## src/design/alu16_with_status_flags_macros.svh

```systemverilog
// Assertion macros for the 16-bit ALU block.
// Each macro expects clk and rst_n to be visible in the module that uses it.
`ifndef ALU16_WITH_STATUS_FLAGS_MACROS_SVH
`define ALU16_WITH_STATUS_FLAGS_MACROS_SVH

// Same-cycle implication.
`define ALU16_ASSERT_IMP(lbl, ante, cons, msg) \
  lbl: assert property (@(posedge clk) disable iff (!rst_n) (ante) |-> (cons)) else $error(msg);

// Next-cycle implication.
`define ALU16_ASSERT_NXT(lbl, ante, cons, msg) \
  lbl: assert property (@(posedge clk) disable iff (!rst_n) (ante) |=> (cons)) else $error(msg);

`endif

```

## src/design/alu16_pkg.sv

```systemverilog
// Shared types and constants for the 16-bit ALU block.
// No dependencies.
package alu16_pkg;

  localparam int DW = 16;

  typedef enum logic [3:0] {
    OP_MOV  = 4'd0,
    OP_ADD  = 4'd1,
    OP_SUB  = 4'd2,
    OP_MUL  = 4'd3,
    OP_DIV  = 4'd4,
    OP_CMP  = 4'd5,
    OP_NOT  = 4'd6,
    OP_AND  = 4'd7,
    OP_OR   = 4'd8,
    OP_XOR  = 4'd9,
    OP_TEST = 4'd10,
    OP_SHL  = 4'd11,
    OP_SHR  = 4'd12
  } op_t;

  typedef enum logic [1:0] {
    ST_IDLE,
    ST_RUN,
    ST_FIN
  } state_t;

  // iteration count: 16 for mul/div, up to 17 for shifts
  localparam logic [4:0] ITER_STEPS = 5'd16;
  localparam logic [4:0] SHIFT_SAT  = 5'd17;

  typedef struct packed {
    logic load;
    logic step;
    logic fin;
  } ctrl_t;

  typedef struct packed {
    logic wb;
    logic c_en;
    logic c_val;
    logic o_en;
    logic o_val;
    logic dz;
  } flags_t;

endpackage

```

## src/design/alu16_with_status_flags.sv

```systemverilog
// 16-bit ALU with Z, N, C, O flags. Single-pass ops need no adder iterations,
// mul and div take 16 adder iterations, and shifts move one bit per cycle,
// min(count, 17) times. A new beat is taken only after the last one has
// finished; the next beat is taken while the last result waits.
// Synchronous active-low reset clears the sequencer, output valid and C/O.
module alu16_with_status_flags (
  input  logic               clk,
  input  logic               rst_n,
  input  logic               in_valid,
  output logic               in_ready,
  input  logic [3:0]         in_op,
  input  logic signed [15:0] in_src_value,
  input  logic signed [15:0] in_dst_value,
  output logic               out_valid,
  input  logic               out_ready,
  output logic signed [15:0] out_result_value,
  output logic               out_write_back,
  output logic               out_zero_flag,
  output logic               out_negative_flag,
  output logic               out_carry_out,
  output logic               out_overflow_out,
  output logic               out_divide_by_zero
);

`include "alu16_with_status_flags_macros.svh"

  alu16_pkg::ctrl_t  ctrl;
  alu16_pkg::flags_t flags;
  logic [15:0]       res_value;
  logic              out_free;
  logic              carry_flag_r, carry_flag_nxt;
  logic              overflow_flag_r, overflow_flag_nxt;
  logic              out_valid_r;
  logic [15:0]       res_r;
  logic              wb_r, dz_r;

  assign out_free = !out_valid_r || out_ready;

  alu16_seq u_seq (
    .clk      (clk),
    .rst_n    (rst_n),
    .in_valid (in_valid),
    .in_op    (in_op),
    .in_src   (in_src_value),
    .out_free (out_free),
    .in_ready (in_ready),
    .ctrl     (ctrl)
  );

  alu16_dp u_dp (
    .clk       (clk),
    .ctrl      (ctrl),
    .in_op     (in_op),
    .in_src    (in_src_value),
    .in_dst    (in_dst_value),
    .res_value (res_value),
    .flags     (flags)
  );

  assign carry_flag_nxt    = flags.c_en ? flags.c_val : carry_flag_r;
  assign overflow_flag_nxt = flags.o_en ? flags.o_val : overflow_flag_r;

  always_ff @(posedge clk) begin
    if (!rst_n) begin
      out_valid_r     <= 1'b0;
      carry_flag_r    <= 1'b0;
      overflow_flag_r <= 1'b0;
    end else if (ctrl.fin) begin
      out_valid_r     <= 1'b1;
      carry_flag_r    <= carry_flag_nxt;
      overflow_flag_r <= overflow_flag_nxt;
    end else if (out_ready) begin
      out_valid_r     <= 1'b0;
    end
  end

  always_ff @(posedge clk) begin
    if (ctrl.fin) begin
      res_r <= res_value;
      wb_r  <= flags.wb;
      dz_r  <= flags.dz;
    end
  end

  assign out_valid          = out_valid_r;
  assign out_result_value   = res_r;
  assign out_write_back     = wb_r;
  assign out_zero_flag      = (res_r == 16'd0);
  assign out_negative_flag  = res_r[15];
  assign out_carry_out      = carry_flag_r;
  assign out_overflow_out   = overflow_flag_r;
  assign out_divide_by_zero = dz_r;

  // busy after every accepted beat
  `ALU16_ASSERT_NXT(a_busy_after_accept, in_valid && in_ready, !in_ready, "ready after accept")
  // a result beat is only loaded when the output slot is free
  `ALU16_ASSERT_IMP(a_no_overwrite, ctrl.fin, !out_valid_r || out_ready, "result overwritten")
  // zero divisor gives a zero, written-back result
  `ALU16_ASSERT_IMP(a_div_zero, out_valid && out_divide_by_zero,
    out_zero_flag && out_write_back && !out_negative_flag, "bad div-by-zero result")
  // sequencer strobes are exclusive
  `ALU16_ASSERT_IMP(a_ctrl_onehot, 1'b1, $onehot0({ctrl.load, ctrl.step, ctrl.fin}), "ctrl overlap")

endmodule

```

## src/design/alu16_seq.sv

```systemverilog
// Sequencer for the 16-bit ALU: handshake, iteration counter, control strobes.
// Depends on alu16_pkg.
module alu16_seq (
  input  logic              clk,
  input  logic              rst_n,
  input  logic              in_valid,
  input  logic [3:0]        in_op,
  input  logic [15:0]       in_src,
  input  logic              out_free,
  output logic              in_ready,
  output alu16_pkg::ctrl_t  ctrl
);

  alu16_pkg::state_t state_r, state_nxt;
  logic [4:0]        cnt_r, cnt_nxt;
  logic [4:0]        cnt_init;
  logic              accept;

  always_comb begin
    case (alu16_pkg::op_t'(in_op)) inside
      alu16_pkg::OP_MUL, alu16_pkg::OP_DIV: cnt_init = alu16_pkg::ITER_STEPS;
      alu16_pkg::OP_SHL, alu16_pkg::OP_SHR: begin
        if (in_src >= {11'd0, alu16_pkg::SHIFT_SAT}) begin
          cnt_init = alu16_pkg::SHIFT_SAT;
        end else begin
          cnt_init = in_src[4:0];
        end
      end
      default: cnt_init = 5'd0;
    endcase
  end

  assign in_ready = (state_r == alu16_pkg::ST_IDLE);
  assign accept   = in_valid && in_ready;

  always_ff @(posedge clk) begin
    if (!rst_n) begin
      state_r <= alu16_pkg::ST_IDLE;
      cnt_r   <= 5'd0;
    end else begin
      state_r <= state_nxt;
      cnt_r   <= cnt_nxt;
    end
  end

  always_comb begin
    state_nxt = state_r;
    cnt_nxt   = cnt_r;
    ctrl      = '0;
    unique case (state_r)
      alu16_pkg::ST_IDLE: begin
        if (accept) begin
          ctrl.load = 1'b1;
          cnt_nxt   = cnt_init;
          state_nxt = (cnt_init != 5'd0) ? alu16_pkg::ST_RUN : alu16_pkg::ST_FIN;
        end
      end
      alu16_pkg::ST_RUN: begin
        ctrl.step = 1'b1;
        cnt_nxt   = cnt_r - 5'd1;
        if (cnt_r == 5'd1) begin
          state_nxt = alu16_pkg::ST_FIN;
        end
      end
      alu16_pkg::ST_FIN: begin
        if (out_free) begin
          ctrl.fin  = 1'b1;
          state_nxt = alu16_pkg::ST_IDLE;
        end
      end
      default: state_nxt = alu16_pkg::ST_IDLE;
    endcase
  end

endmodule

```

## src/design/alu16_dp.sv

```systemverilog
// Datapath for the 16-bit ALU: operand registers, one shared 18-bit adder,
// shift-add multiply, restoring divide, bit-serial shifts. Depends on alu16_pkg.
module alu16_dp (
  input  logic              clk,
  input  alu16_pkg::ctrl_t  ctrl,
  input  logic [3:0]        in_op,
  input  logic [15:0]       in_src,
  input  logic [15:0]       in_dst,
  output logic [15:0]       res_value,
  output alu16_pkg::flags_t flags
);

  alu16_pkg::op_t op_r;
  alu16_pkg::op_t op_in;
  logic [15:0] s_r, d_r, acc_r, m_r, q_r;
  logic [15:0] rem_r;
  logic        shz_r, sc_r;

  logic [16:0] add_a, add_b;
  logic        add_inv;
  logic [17:0] sum;
  logic [16:0] remsh;
  logic        geq;
  logic [15:0] smag, dmag;
  logic        neg_q;

  assign op_in = alu16_pkg::op_t'(in_op);
  assign smag  = in_src[15] ? (16'd0 - in_src) : in_src;
  assign dmag  = in_dst[15] ? (16'd0 - in_dst) : in_dst;
  assign remsh = {rem_r, q_r[15]};
  assign neg_q = d_r[15] ^ s_r[15];

  // shared adder: a + b, or a - b with bit 17 set when a >= b
  always_comb begin
    add_a   = 17'd0;
    add_b   = 17'd0;
    add_inv = 1'b0;
    if (ctrl.step) begin
      case (op_r)
        alu16_pkg::OP_MUL: begin
          add_a = {1'b0, acc_r};
          add_b = q_r[0] ? {1'b0, m_r} : 17'd0;
        end
        alu16_pkg::OP_DIV: begin
          add_a   = remsh;
          add_b   = {1'b0, m_r};
          add_inv = 1'b1;
        end
        default: ;
      endcase
    end else begin
      case (op_r) inside
        alu16_pkg::OP_ADD: begin
          add_a = {1'b0, d_r};
          add_b = {1'b0, s_r};
        end
        alu16_pkg::OP_SUB, alu16_pkg::OP_CMP: begin
          add_a   = {1'b0, d_r};
          add_b   = {1'b0, s_r};
          add_inv = 1'b1;
        end
        alu16_pkg::OP_DIV: begin
          add_b   = {1'b0, q_r};
          add_inv = 1'b1;
        end
        default: ;
      endcase
    end
    sum = {1'b0, add_a} + {1'b0, (add_inv ? ~add_b : add_b)} + {17'd0, add_inv};
  end

  assign geq = sum[17];

  always_ff @(posedge clk) begin
    if (ctrl.load) begin
      op_r  <= op_in;
      s_r   <= in_src;
      d_r   <= in_dst;
      acc_r <= (op_in == alu16_pkg::OP_MUL) ? 16'd0 : in_dst;
      m_r   <= (op_in == alu16_pkg::OP_DIV) ? smag : in_dst;
      q_r   <= (op_in == alu16_pkg::OP_DIV) ? dmag : in_src;
      rem_r <= 16'd0;
      shz_r <= (in_src == 16'd0);
      sc_r  <= 1'b0;
    end else if (ctrl.step) begin
      case (op_r)
        alu16_pkg::OP_MUL: begin
          acc_r <= sum[15:0];
          m_r   <= {m_r[14:0], 1'b0};
          q_r   <= {1'b0, q_r[15:1]};
        end
        alu16_pkg::OP_DIV: begin
          rem_r <= geq ? sum[15:0] : remsh[15:0];
          q_r   <= {q_r[14:0], geq};
        end
        alu16_pkg::OP_SHL: begin
          sc_r  <= acc_r[15];
          acc_r <= {acc_r[14:0], 1'b0};
        end
        alu16_pkg::OP_SHR: begin
          sc_r  <= acc_r[0];
          acc_r <= {acc_r[15], acc_r[15:1]};
        end
        default: ;
      endcase
    end
  end

  always_comb begin
    res_value = 16'd0;
    flags     = '0;
    flags.wb  = 1'b1;
    case (op_r) inside
      alu16_pkg::OP_MOV: res_value = s_r;
      alu16_pkg::OP_ADD: begin
        res_value   = sum[15:0];
        flags.c_en  = 1'b1;
        flags.c_val = sum[16];
        flags.o_en  = 1'b1;
        flags.o_val = ~(d_r[15] ^ s_r[15]) & (d_r[15] ^ sum[15]);
      end
      alu16_pkg::OP_SUB, alu16_pkg::OP_CMP: begin
        res_value   = sum[15:0];
        flags.wb    = (op_r != alu16_pkg::OP_CMP);
        flags.c_en  = 1'b1;
        flags.c_val = ~sum[17];
        flags.o_en  = 1'b1;
        flags.o_val = (d_r[15] ^ s_r[15]) & (d_r[15] ^ sum[15]);
      end
      alu16_pkg::OP_MUL: res_value = acc_r;
      alu16_pkg::OP_DIV: begin
        if (s_r == 16'd0) begin
          flags.dz = 1'b1;
        end else begin
          res_value = neg_q ? sum[15:0] : q_r;
        end
      end
      alu16_pkg::OP_NOT:  res_value = ~s_r;
      alu16_pkg::OP_AND:  res_value = d_r & s_r;
      alu16_pkg::OP_OR:   res_value = d_r | s_r;
      alu16_pkg::OP_XOR:  res_value = d_r ^ s_r;
      alu16_pkg::OP_TEST: begin
        res_value = d_r & s_r;
        flags.wb  = 1'b0;
      end
      alu16_pkg::OP_SHL, alu16_pkg::OP_SHR: begin
        res_value   = acc_r;
        flags.c_en  = ~shz_r;
        flags.c_val = sc_r;
      end
      default: flags.wb = 1'b0;
    endcase
  end

endmodule

```

## config.mk

```make
export PLATFORM = sky130hd
export DESIGN_NAME = alu16_with_status_flags
export DESIGN_NICKNAME = d
export VERILOG_FILES = /design/src/design/alu16_pkg.sv /design/src/design/alu16_with_status_flags.sv /design/src/design/alu16_seq.sv /design/src/design/alu16_dp.sv
export VERILOG_INCLUDE_DIRS = /design/src /design/src/design
export SDC_FILE = /design/constraint.sdc
export NUM_CORES = 1
export LEC_CHECK = 0
export BUFFER_PORTS_ARGS = -buffer_cell sky130_fd_sc_hd__buf_2
export CAP_MARGIN = 20
export CORE_AREA = 2 2 172 174
export CTS_CLUSTER_SIZE = 30
export DETAILED_ROUTE_END_ITERATION = 6
export DIE_AREA = 0 0 174 176
export PLACE_DENSITY = 0.46
export SLEW_MARGIN = 10
export SYNTH_ARGS = -nofsm -noshare
export SYNTH_HDL_FRONTEND = slang
export SYNTH_SLANG_ARGS = --single-unit
```

## constraint.sdc

```tcl
create_clock -name clk -period 10.27 [get_ports clk]
set_input_delay 1.027 -clock clk [delete_from_list [all_inputs] [get_ports clk]]
set_output_delay 1.027 -clock clk [all_outputs]
set_load 0.03 [all_outputs]
```

==> reports/results.tsv <==
metric	value	unit
status	finished, violations left	
failing checks	design-rule violations	
yosys warns	0	
Fmax	173.0	MHz
synthesized netlist cell count	1167	
Hold/Removal Path Class	reg2reg	
Worst setup SP type	flop	
fin worst setup slack	4491	ps
slowest CP cell	a21boi_4	
Sink Count	130	
initial core utilization	34.76	%
die width	174	µm
final-stage net count	1291	
CP bufs+invs	2	
Pleak	4.384	nW
vias in the first global route	9008	
Area Growth Syn to Fin	12.91	%
critical-path cell list	nor2b_1, buf_4, and2_1, nand2_1, o21a_1, o21ai_0, xnor2_1, inv_1, ha_1, a21o_1, a21o_1, a21oi_1, o2111ai_1, o31a_2, a21boi_4, nand2_1, o211ai_1, o21ai_1	
Synth Flop Type	edfxtp_1	
DR DRC count	1	
delay-heaviest family, CP	compound AO/OA/AOI/OAI gates	
share of layout cells above drive strength 1	12.40	%
ranking of synthesized cells by area	edfxtp_1, ha_1, a21oi_1	
setup bufs post-CTS	0	
Crit Path Max Fanout	25	
Pwr Total	0.001838	W
Slew HR	21.49	%
EDFF count, synth	103	
Setup crit end kind	flop	
Clock Skews	12.78	ps
DR pass1 iterations	7	
initial antenna violation count	2	
minimum clock period after layout	5779	ps
Core ar.	28550	µm²
hold buffer count at CTS	0	
deepest clock path buffer count	2	
Async S/R FF share, synth	0	%
grt ovf	0	
CP Data Required Time	10420	ps
Vias	9620	
port bufs	63	
pin slew with the least headroom to its limit	1171	ps
dpl hpwl	29530	µm
first-pass GRT wire length	59190	µm
number of fillers in the final layout	3051	
Synth cell types	76	
Setup WS pre-CTS	4465	ps
placed inst area	10620	µm²
Sum Neg Setup Slack	0	ps
fin area	11200	µm²
Mapped Area	9922	µm²
Synth top area share	31.17	%
sequential area share after synthesis	36.62	%
Total GRT Usage	26.03	%
post-CTS sizing	0	
max_cap viols	0	
Routed Antenna Nets	0	
DR iter-0 viols	1092	
CTS H-tree lvls	4	
pin count of the biggest net entering global routing	59	
syn_area_per_cell	8.502	µm²
Die Height	176	µm
wire length per cell	25.07	µm
Power Dens Cells	164.1	nW/µm²
Crit Path Class	reg2reg	
CP Data Arrival Time	5930	ps
Clk pin slew, worst setup/hold paths	60	ps
TritonCTS buffer count	17	
average vias per placed instance	6.031	
final hold vios	0	
CTS tree	done	
Critical Path Max Stage Delay	810	ps
RSZ-0062 raised after global routing	false	
Syn Nets	1261	
Detailed Route WL	39990	µm
Final setup violation count	0	
Clock Latency Late Sink	430	ps
die area	30620	µm²
Max Slew Vio Count	0	
Final period util	56.27	%
post-synth top area cell	edfxtp_1	
routability cong.	0.9529	
CTS Root Cell	clkbuf_16	
row count	62	
Synth Register Bits	130	
Peak VDD IR	90.10	µV
I/O Pins	64	
## area by class of cell
type | instances | area, µm² | area share (%)
Antenna cell | 1 | 2.502 | 0.02234
Clock inverter | 14 | 127.6 | 1.139
Inverter | 67 | 251.5 | 2.245
Tap cell | 384 | 480.5 | 4.289
Timing Repair Buffer | 88 | 503.0 | 4.490
Sequential cell | 130 | 3633 | 32.43
Clock buffer | 18 | 450.4 | 4.021
Multi-Input combinational cell | 893 | 5754 | 51.36
## sequential cells by signal, summed over array words and instances (netlist names)
| name | cells |
|---|---|
| out_write_back | 1 |
| out_divide_by_zero | 1 |
| u_dp.s_r | 16 |
| u_dp.sc_r | 1 |
| u_dp.rem_r | 16 |
| u_dp.q_r | 16 |
| u_seq.state_r | 2 |
| u_seq.cnt_r | 5 |
| u_dp.m_r | 16 |
| out_overflow_out | 1 |
| u_dp.op_r | 4 |
| out_carry_out | 1 |
| u_dp.acc_r | 16 |
| u_dp.shz_r | 1 |
| out_valid | 1 |
| out_result_value | 16 |
| u_dp.d_r | 16 |
## cells in the final DEF (no fill, tap or decap), types with 5 or more instances in the layout
| master | instances |
|---|---|
| a21oi_1 | 116 |
| a221oi_1 | 12 |
| o211ai_1 | 6 |
| inv_1 | 66 |
| nor4_1 | 13 |
| o31ai_1 | 12 |
| or3_1 | 11 |
| clkbuf_16 | 18 |
| a21boi_0 | 5 |
| a22oi_1 | 7 |
| nand3_1 | 14 |
| o21ai_0 | 104 |
| nand2_1 | 141 |
| nor2_1 | 83 |
| edfxtp_1 | 103 |
| xor2_1 | 28 |
| mux2i_1 | 15 |
| a22o_1 | 11 |
| a221o_1 | 11 |
| o21a_1 | 19 |
| nor2b_1 | 18 |
| a222oi_1 | 22 |
| buf_4 | 25 |
| dfxtp_1 | 27 |
| a21o_1 | 9 |
| ha_1 | 53 |
| and2_1 | 5 |
| a31oi_1 | 24 |
| a211oi_1 | 27 |
| xnor2_1 | 28 |
| nand2b_1 | 8 |
| buf_2 | 63 |
| clkinv_4 | 5 |
| nor3_1 | 13 |
| o22ai_1 | 5 |
## final timing paths
kind	start	endpoint	slack (ps)	cells past startpoint
setup reg to reg	u_dp.op_r[3]	u_dp.q_r[0]	4490	18
hold reg to reg	out_overflow_out	out_overflow_out	470	2
setup / recovery	u_dp.op_r[3]	u_dp.q_r[0]	4490	18
hold / removal	out_overflow_out	out_overflow_out	470	2
## power breakdown
part	internal, W	total (W)	switching [W]
clock network	0.000350	0.000619	0.000269
logic	0.000160	0.000493	0.000333
registers	0.000650	0.000727	0.0000766
## cells by family after synthesis
group / count (synthesis) / share of synthesized area [%]
AOI/OAI and AO/OA: 430 / 28.65
xor gates and xnor gates: 56 / 4.943
adders and majority gates: 54 / 6.885
buffers and inverters: 144 / 5.738
DFF: 130 / 36.62
muxes: 16 / 1.627
and+or+nand+nor: 337 / 15.54
## cell usage after synthesis (3+ instances only)
cell	number
o31ai_1	12
buf_2	5
or3_1	12
xor2_1	28
nor2_1	85
a31oi_1	24
clkbuf_1	63
or2_2	3
a211o_1	3
o21a_1	19
nand2b_1	8
a22o_1	11
a221o_1	11
a21boi_0	5
a21oi_1	116
a21o_1	9
nor2b_1	20
nand4_1	3
o22ai_1	5
a221oi_1	12
and4_1	3
o41ai_1	3
a211oi_1	27
nand3_1	14
o21ai_1	4
a222oi_1	22
o211ai_1	6
mux2i_1	15
o21ai_0	104
ha_1	53
buf_1	5
nor3_1	16
xnor2_1	28
and2_1	5
nor4_1	14
a22oi_1	7
dfxtp_1	27
inv_1	67
edfxtp_1	103
o21bai_1	3
nand2_1	142
## through the flow
step / cells / utilization [%] / hold slack (ps)
after floorplan: 1167 / - / 450.7
after global placement: 1561 / 37.18 / 465.4
after detailed placement: 1561 / 37.18 / 466.5
after CTS: 1593 / 39.21 / 475.9
after global routing: 1594 / 39.24 / 507.1
final: 1595 / 39.24 / 471.4
## layer usage
| layer | GRT usage (%) | vias to the layer above | wire length (µm) | part of all wire [%] |
|---|---|---|---|---|
| met4 | 9.034 | 2 | 1026 | 2.6 |
| met3 | 4.522 | 67 | 3059 | 7.6 |
| li1 | - | 4402 | - | - |
| met5 | 0 | - | 13 | 0.033 |
| met2 | 39.79 | 468 | 17500 | 44 |
| met1 | 37.08 | 4681 | 18390 | 46 |
## tightest hold or removal path: stages, from the launching register on
cell     delay [ps]
dfxtp_1         310
nand2_1          50
o22ai_1          60
No activity file was read; power rests on OpenSTA's default activity.
